[config.mk]
export PLATFORM = sky130hd
export DESIGN_NAME = linear_move_planner_interpolator
export DESIGN_NICKNAME = d
export VERILOG_FILES = /design/src/hw/rtl/lmpi_pkg.sv /design/src/hw/rtl/lmpi_divider.sv /design/src/hw/rtl/linear_move_planner_interpolator.sv
export VERILOG_INCLUDE_DIRS = /design/src /design/src/hw/rtl
export SDC_FILE = /design/constraint.sdc
export NUM_CORES = 2
export LEC_CHECK = 0
export BUFFER_PORTS_ARGS = -buffer_cell sky130_fd_sc_hd__buf_2
export CAP_MARGIN = 20
export CORE_MARGIN = 1.5
export CORE_UTILIZATION = 31
export DETAILED_ROUTE_END_ITERATION = 7
export GPL_TIMING_DRIVEN = 0
export HOLD_SLACK_MARGIN = 0.12
export PLACE_DENSITY = 0.52
export SLEW_MARGIN = 20
export SYNTH_ARGS = -nofsm -noshare
export SYNTH_HDL_FRONTEND = slang
export SYNTH_SLANG_ARGS = --single-unit
[constraint.sdc]
create_clock -name clk -period 15.9 [get_ports clk]
set_input_delay 0.795 -clock clk [delete_from_list [all_inputs] [get_ports clk]]
set_output_delay 0.795 -clock clk [all_outputs]
set_load 0.05 [all_outputs]
[src/hw/rtl/assert_macros.svh]
// Assertion macros shared by the RTL.
`ifndef ASSERT_MACROS_SVH
`define ASSERT_MACROS_SVH
// Implication checked every clock, disabled in reset.
`define ASSERT_IMPL(label, clk, rst, pre, post) \
  label: assert property (@(posedge clk) disable iff (rst) (pre) |-> (post)) \
    else $error("assertion failed");
// Next-cycle implication.
`define ASSERT_NEXT(label, clk, rst, pre, post) \
  label: assert property (@(posedge clk) disable iff (rst) (pre) |=> (post)) \
    else $error("assertion failed");
`endif

[src/hw/rtl/lmpi_pkg.sv]
// ----------------------------------------------------------------------------
// lmpi_pkg
// Shared types and codes for the linear move planner.
// ----------------------------------------------------------------------------
`timescale 1ns / 1ps
package lmpi_pkg;
  // Number of axes; the port list carries one target and one value per axis.
  localparam int AXES = 4;

  localparam logic OP_PLAN   = 1'b0;
  localparam logic OP_INTERP = 1'b1;

  typedef struct packed {
    logic start;
    logic busy;
    logic done;
  } div_ctl_t;
endpackage

[src/hw/rtl/lmpi_divider.sv]
// ----------------------------------------------------------------------------
// lmpi_divider
// Restoring unsigned divider, one quotient bit per cycle.
// ----------------------------------------------------------------------------
`timescale 1ns / 1ps
module lmpi_divider
  import lmpi_pkg::*;
#(
  parameter int NUM_W = 49,
  parameter int DEN_W = 33
) (
  input  logic             clk,
  input  logic             rst,
  input  logic             start,
  input  logic [NUM_W-1:0] num,
  input  logic [DEN_W-1:0] den,
  output div_ctl_t         ctl,
  output logic [NUM_W-1:0] quo
);
  localparam int CW = $clog2(NUM_W + 1);
  logic [NUM_W-1:0] n;
  logic [DEN_W:0]   r;
  logic [DEN_W-1:0] d;
  logic [CW-1:0]    cnt;
  logic             busy;
  logic             done;
  logic [DEN_W:0]   trial;
  logic [DEN_W:0]   rs;

  assign rs    = {r[DEN_W-1:0], n[NUM_W-1]};
  assign trial = rs - {1'b0, d};

  always_ff @(posedge clk) begin
    if (rst) begin
      busy <= 1'b0;
      done <= 1'b0;
      cnt  <= '0;
    end else begin
      done <= 1'b0;
      if (start) begin
        busy <= 1'b1;
        cnt  <= CW'(NUM_W);
        n    <= num;
        d    <= den;
        r    <= '0;
      end else if (busy) begin
        if (!trial[DEN_W]) r <= trial;
        else r <= rs;
        n   <= {n[NUM_W-2:0], ~trial[DEN_W]};
        cnt <= cnt - 1'b1;
        if (cnt == CW'(1)) begin
          busy <= 1'b0;
          done <= 1'b1;
        end
      end
    end
  end

  assign quo = n;
  assign ctl = '{start: start, busy: busy, done: done};
endmodule

[src/hw/rtl/linear_move_planner_interpolator.sv]
// ----------------------------------------------------------------------------
// linear_move_planner_interpolator
// Plans multi-axis linear moves and interpolates positions along them.
// ----------------------------------------------------------------------------
// Channel | Direction | Handshake         | Word
// in      | input     | in_valid/in_ready | op, target_*, step_index
// out     | output    | out_valid/out_ready | kind, ignored, major_axis, ...
//
// A plan word registers its distances, scans the axes in turn to find the major
// axis, then runs one division per axis on the shared restoring divider, with a
// quotient of FRACTION_BITS+33 bits; a move of zero length is marked ignored instead.
// An interpolate word does one axis at a time, non-major axes on the shared multiplier.
// Reset is synchronous and clears all stored position, offset and slope state.
// in_ready is high only while the sequencer is idle and the output is empty.
`timescale 1ns / 1ps
`include "assert_macros.svh"
module linear_move_planner_interpolator
  import lmpi_pkg::*;
#(
  parameter int FRACTION_BITS = 16
) (
  input  logic        clk,
  input  logic        rst,
  input  logic        in_valid,
  output logic        in_ready,
  input  logic        op,
  input  logic signed [31:0] target_0,
  input  logic signed [31:0] target_1,
  input  logic signed [31:0] target_2,
  input  logic signed [31:0] target_3,
  input  logic signed [31:0] step_index,
  output logic        out_valid,
  input  logic        out_ready,
  output logic        kind,
  output logic        ignored,
  output logic [1:0]  major_axis,
  output logic signed [31:0] major_distance,
  output logic signed [31:0] value_0,
  output logic signed [31:0] value_1,
  output logic signed [31:0] value_2,
  output logic signed [31:0] value_3
);
  localparam int AW  = $clog2(AXES);
  localparam int SW  = FRACTION_BITS + 2;
  localparam int NW  = 33 + FRACTION_BITS;
  localparam int PW  = 32 + SW;
  localparam logic signed [SW-1:0] ONE = SW'(1) << FRACTION_BITS;

  typedef enum logic [5:0] {
    S_IDLE = 6'b000001,
    S_DIST = 6'b000010,
    S_MAX  = 6'b000100,
    S_DIV  = 6'b001000,
    S_MUL  = 6'b010000,
    S_OUT  = 6'b100000
  } state_t;

  state_t state;
  logic signed [31:0] cur   [AXES];
  logic signed [31:0] offs  [AXES];
  logic signed [SW-1:0] slp [AXES];
  logic [AW-1:0] mjr;
  logic signed [31:0] tgt   [AXES];
  logic signed [32:0] delta [AXES];
  logic signed [31:0] res   [AXES];
  logic signed [31:0] idx;
  logic [AW-1:0] ax;
  logic [AW-1:0] best;
  logic [32:0]   bestabs;
  logic          kind_r, ign_r, dstart, pending;
  logic signed [31:0] mdist;
  logic [NW-1:0] quo;
  div_ctl_t      dctl;
  logic [32:0]   absd;
  logic signed [PW-1:0] prod;
  logic signed [33:0] pos;
  logic signed [31:0] pos_sat;
  logic signed [33:0] mpos;

  assign absd = delta[ax][32] ? 33'(-delta[ax]) : 33'(delta[ax]);

  lmpi_divider #(.NUM_W(NW), .DEN_W(33)) u_div (
    .clk(clk), .rst(rst), .start(dstart),
    .num({absd, FRACTION_BITS'(0)}), .den(bestabs), .ctl(dctl), .quo(quo)
  );

  // Interpolation: floor shift of the signed product is an arithmetic shift.
  assign prod = PW'(idx) * PW'(slp[ax]);
  assign pos  = 34'(offs[ax]) + 34'(prod >>> FRACTION_BITS);
  assign mpos = 34'(offs[ax]) + 34'(idx);

  function automatic logic signed [31:0] sat(input logic signed [33:0] v);
    if (v > 34'sd2147483647) return 32'sh7fffffff;
    if (v < -34'sd2147483648) return 32'sh80000000;
    return v[31:0];
  endfunction

  assign pos_sat = (ax == mjr) ? sat(mpos) : sat(pos);

  assign tgt[0] = target_0;
  assign tgt[1] = target_1;
  assign tgt[2] = target_2;
  assign tgt[3] = target_3;

  assign in_ready  = (state == S_IDLE);
  assign out_valid = (state == S_OUT);

  always_ff @(posedge clk) begin
    if (rst) begin
      state  <= S_IDLE;
      mjr    <= '0;
      dstart <= 1'b0;
      pending <= 1'b0;
      for (int i = 0; i < AXES; i++) begin
        cur[i] <= '0; offs[i] <= '0; slp[i] <= '0;
      end
    end else begin
      dstart <= 1'b0;
      unique case (state)
        S_IDLE: begin
          if (in_valid) begin
            kind_r <= op;
            idx    <= step_index;
            ign_r  <= 1'b0;
            mdist  <= '0;
            ax     <= '0;
            if (op == OP_PLAN) state <= S_DIST;
            else state <= S_MUL;
            for (int i = 0; i < AXES; i++)
              delta[i] <= 33'(tgt[i]) - 33'(cur[i]);
          end
        end
        S_DIST: begin
          best <= '0; bestabs <= '0; ax <= '0;
          state <= S_MAX;
        end
        S_MAX: begin
          if (absd > bestabs) begin
            bestabs <= absd; best <= ax;
          end
          if (ax == AW'(AXES - 1)) begin
            ax <= '0;
            if (absd == '0 && bestabs == '0) begin
              ign_r <= 1'b1;
              for (int i = 0; i < AXES; i++) res[i] <= '0;
              state <= S_OUT;
            end else begin
              state <= S_DIV;
              pending <= 1'b0;
            end
          end else ax <= ax + 1'b1;
        end
        S_DIV: begin
          if (!pending && !dctl.busy) begin
            dstart <= 1'b1; pending <= 1'b1;
          end else if (dctl.done) begin
            pending <= 1'b0;
            if (ax == best) slp[ax] <= ONE;
            else if (delta[ax][32] != delta[best][32]) slp[ax] <= -SW'(quo);
            else slp[ax] <= SW'(quo);
            if (ax == best) res[ax] <= 32'(ONE);
            else if (delta[ax][32] != delta[best][32]) res[ax] <= 32'(-$signed(SW'(quo)));
            else res[ax] <= 32'($signed(SW'(quo)));
            offs[ax] <= cur[ax];
            cur[ax]  <= cur[ax] + 32'(delta[ax]);
            if (ax == AW'(AXES - 1)) begin
              mjr   <= best;
              mdist <= sat(34'(delta[best]));
              state <= S_OUT;
            end else ax <= ax + 1'b1;
          end
        end
        S_MUL: begin
          res[ax] <= pos_sat;
          if (ax == AW'(AXES - 1)) state <= S_OUT;
          else ax <= ax + 1'b1;
        end
        S_OUT: begin
          if (out_ready) state <= S_IDLE;
        end
        default: state <= S_IDLE;
      endcase
    end
  end

  assign kind           = kind_r;
  assign ignored        = ign_r;
  assign major_axis     = ign_r ? 2'd0 : (kind_r ? 2'(mjr) : 2'(best));
  assign major_distance = kind_r ? 32'sd0 : mdist;
  assign value_0        = res[0];
  assign value_1        = res[1];
  assign value_2        = res[2];
  assign value_3        = res[3];

  `ASSERT_IMPL(a_ready_idle, clk, rst, in_ready, !out_valid)
  `ASSERT_NEXT(a_done_div, clk, rst, dctl.done, state != S_DIV || dctl.busy == 1'b0)
  `ASSERT_NEXT(a_out_hold, clk, rst, out_valid && !out_ready, out_valid)
endmodule
==> impl_metrics.csv <==
group,metric,value,unit
logic_synthesis,synthesis.area,67300,um2
place,dpl-instance-area,73100,um2
final_layout,n_fill_cell,21700,
logic_synthesis,synth_mux_area_share,5.60,%
global_route,grt_start_max_net_pins,42,
timing,slew_headroom,23.6,%
logic_synthesis,synth.ff_latch_count,828,
drt,vias_per_cell,5.11,
logic_synthesis,synth.top_cells.by_area,"sky130_fd_sc_hd__edfxtp_1 (36%), sky130_fd_sc_hd__fa_1 (17%), sky130_fd_sc_hd__ha_1 (7.7%)",
critical_path,crit_path_start_kind,"flop",
critical_path,worstPathMaxFanout,19,
critical_path,cp.required,16350,ps
critical_path,worstSetupPathType,"reg2reg",
timing,tightestPinTransition,1150,ps
drt,drt_wl_total,232000,um
final_layout,area_growth,13.5,%
logic_synthesis,synth_top_family_by_area,"adder cells",
timing,slew_violations,0,
logic_synthesis,mapped_nets,7588,
clock_network,ctsRootBufferMaster,"sky130_fd_sc_hd__clkbuf_16",
place,dp_hpwl,187000,um
logic_synthesis,post_synth_xor_area_fraction,3.88,%
floorplanning,die_area,220000,um2
clock_network,num_cts_buffers,99,
place,port-buffer-count,330,
logic_synthesis,postSynthAreaPerCell,10.4,um2
timing,report.final.hold_viol_count,0,
timing,final.setup_skew,88.2,ps
final_layout,drive_gt1_share,11.1,%
floorplanning,dieWidth,469,um
global_route,antenna_found_initial,13,
logic_synthesis,share_of_synthesized_flip_flops_with_an_asynchronous_set_or_reset,0,%
logic_synthesis,synth-edff-count,806,
floorplanning,fp.dieH,469,um
logic_synthesis,post-synth-top-count-cell,"sky130_fd_sc_hd__inv_1",
logic_synthesis,ys_top_cells_by_count,"sky130_fd_sc_hd__inv_1 (1003), sky130_fd_sc_hd__edfxtp_1 (806), sky130_fd_sc_hd__nor2_1 (662)",
logic_synthesis,synth_compound_gate_area_share,8.33,%
global_route,via_count_of_the_first_global_routing_pass,50500,
status,outcome,"complete, no violations",
global_route,grt_use_total,21.0,%
global_route,globalRouteOverflowTotal,0,
critical_path,max_stage_delay,760,ps
drt,detail_route.wl_per_cell,23.6,um
critical_path,timing.critical_path.arrival,15550,ps
final_layout,stdcell_area,76400,um2
place,gp_congestion,0.919,
drt,drt_iter0_markers,4621,
clock_network,cts_num_sinks,828,
final_layout,layout.nets,8053,
clock_network,cts_tree,"built",
logic_synthesis,post_synth_inst_count,6448,
critical_path,worst_path_most_repeated_cell,"sky130_fd_sc_hd__fa_1",
timing,timing.final.crit_period,15110,ps
logic_synthesis,number_of_warning_messages_in_the_yosys_log,0,
timing,maximum_clock_rate,66.2,MHz
floorplanning,core_region_area,215000,um2
logic_synthesis,synth.yosys.seq_area_share,36.6,%
critical_path,critPathSlowestCell,"sky130_fd_sc_hd__clkdlybuf4s15_1",
floorplanning,design.portCount,331,
drt,via_count,50300,
floorplanning,floorplan.initialDensity,31.3,%
clock_network,insertion_delay,800,ps
clock_network,htreeDepth,3,
logic_synthesis,synth_fa_ha_area_share,24.4,%
global_route,grt_first_pass_wirelength,338000,um
drt,ant_nets,0,
flow_run,max_cap_viol_count,0,
logic_synthesis,post-synth-top-area-fraction,36.0,%
logic_synthesis,synth_cell_types,88,
final_layout,utilization,35.5,%
logic_synthesis,post_synth_and_or_nand_nor_area_fraction,14.2,%
timing,final.period_utilization,95.0,%
worst_hold_path,hold_path_class,"in2reg",
logic_synthesis,postSynth.topFlopCell,"sky130_fd_sc_hd__edfxtp_1",
clock_network,clock_path_buffers,3,
drt,post_route_drc,0,
logic_synthesis,yosysTopAreaCell,"sky130_fd_sc_hd__edfxtp_1",
floorplanning,num_rows,170,
timing,rsz0062_at_grt,"false",
drt,detailedRoute.firstPassIterationCount,6,
timing,setup_viol_count_final,0,
clock_network,clk_pin_slew,60,ps
critical_path,critical_path.endpoint_type,"flop",
-- critical path, delay by kind of cell, from the launching register on --
family / cells / cell delay (ps)
adder cells (fa/ha/maj): 8 / 3790
AO/OA/AOI/OAI: 14 / 3750
buffers and inverters: 11 / 3580
AND/OR/NAND/NOR: 10 / 2200
XOR/XNOR: 2 / 550
multiplexers: 1 / 480
flip-flops: 1 / 300
-- cells by family (layout without fill, tap and decap cells) --
group,after synthesis,count (layout)
xor+xnor,297,297
flops,828,828
compound gates,895,895
simple gates,2010,2010
mux,193,193
fa+ha+maj,975,975
other cells,0,7
buf+inv,1250,1794
-- cells in the final DEF, fill, tap and decap left out, types with 45 or more instances in the layout --
cell type                   instances
sky130_fd_sc_hd__inv_1           1002
sky130_fd_sc_hd__edfxtp_1         806
sky130_fd_sc_hd__a21oi_1          322
sky130_fd_sc_hd__a21o_1           105
sky130_fd_sc_hd__o21a_1            80
sky130_fd_sc_hd__nor2b_1           89
sky130_fd_sc_hd__xnor2_1          217
sky130_fd_sc_hd__o21ai_0          161
sky130_fd_sc_hd__nor3_1            79
sky130_fd_sc_hd__buf_2            342
sky130_fd_sc_hd__and3_1           125
sky130_fd_sc_hd__mux4_2           146
sky130_fd_sc_hd__nand2b_1          45
sky130_fd_sc_hd__and2_1           234
sky130_fd_sc_hd__ha_1             415
sky130_fd_sc_hd__xor2_1            79
sky130_fd_sc_hd__clkbuf_16         99
sky130_fd_sc_hd__nor2_1           660
sky130_fd_sc_hd__fa_1             560
sky130_fd_sc_hd__clkbuf_1         217
sky130_fd_sc_hd__nand2_1          530
sky130_fd_sc_hd__nand3_1           68
-- what timing repair did --
action / CTS / global route
setup endpoints to repair: 127 / 118
hold buffers: 1 / 0
endpoints found under the hold margin: 1 / 0
gates cloned: 0 / 0
buffers inserted: 0 / 0
resized for setup: 7 / 8
-- per-layer routing --
metal  vias to the layer above  track usage (%)  part of all wire (%)
li1                      22600                -                     -
met1                     25400             29.5                    44
met2                      1984             32.6                    44
met3                       340             3.26                   7.2
met4                         2             8.01                   4.2
met5                         -                0                0.0060
-- area by class of cell --
| cell class | count | area [um2] | share of cell area [%] |
|---|---|---|---|
| Sequential cell | 828 | 24600 | 32.3 |
| Antenna cell | 7 | 17.5 | 0.0229 |
| Clock buffer | 126 | 2590 | 3.39 |
| Timing Repair Buffer | 368 | 2160 | 2.83 |
| Buffer | 243 | 957 | 1.25 |
| Tap cell | 2838 | 3550 | 4.65 |
| Inverter | 1003 | 3760 | 4.93 |
| Clock inverter | 54 | 657 | 0.860 |
| Multi-Input combinational cell | 4370 | 38100 | 49.8 |
-- sequential cells by signal, summed over array words and instances, names as in the netlist, 2 cells and up, named ones only --
signal	count
u_div.r	33
bestabs	33
mjr	2
u_div.cnt	6
state	6
cur	128
res	128
idx	32
slp	72
delta	132
mdist	32
u_div.quo	49
ax	2
u_div.d	33
offs	128
best	2
-- final timing paths --
kind / startpoint / to / slack [ps] / depth (start not counted)
worst min register to register: pending$_SDFFE_PP0P_ / dstart$_SDFF_PP0_ / 460 / 1
worst min-delay path: step_index[30] / idx[30]$_DFFE_PP_ / 200 / 1
worst max-delay path: flop / res[0][25]$_SDFFCE_PN0P_ / 790 / 46
worst max register to register: flop / res[0][25]$_SDFFCE_PN0P_ / 790 / 46
-- through the flow --
stage / std cells / TNS, ps / setup WS, ps / hold slack (ps)
floorplan: 6448 / 0 / 4030 / 419
global placement: 9616 / -382070 / -2060 / 440
detailed placement: 9653 / -107150 / -1220 / 439
CTS: 9832 / 0 / 144 / 127
global route: 9832 / 0 / 105 / 150
finish: 9837 / 0 / 795 / 197
Power is not shown: default switching activity piles up to over one toggle a cycle in this logic, so the estimate is an artifact.
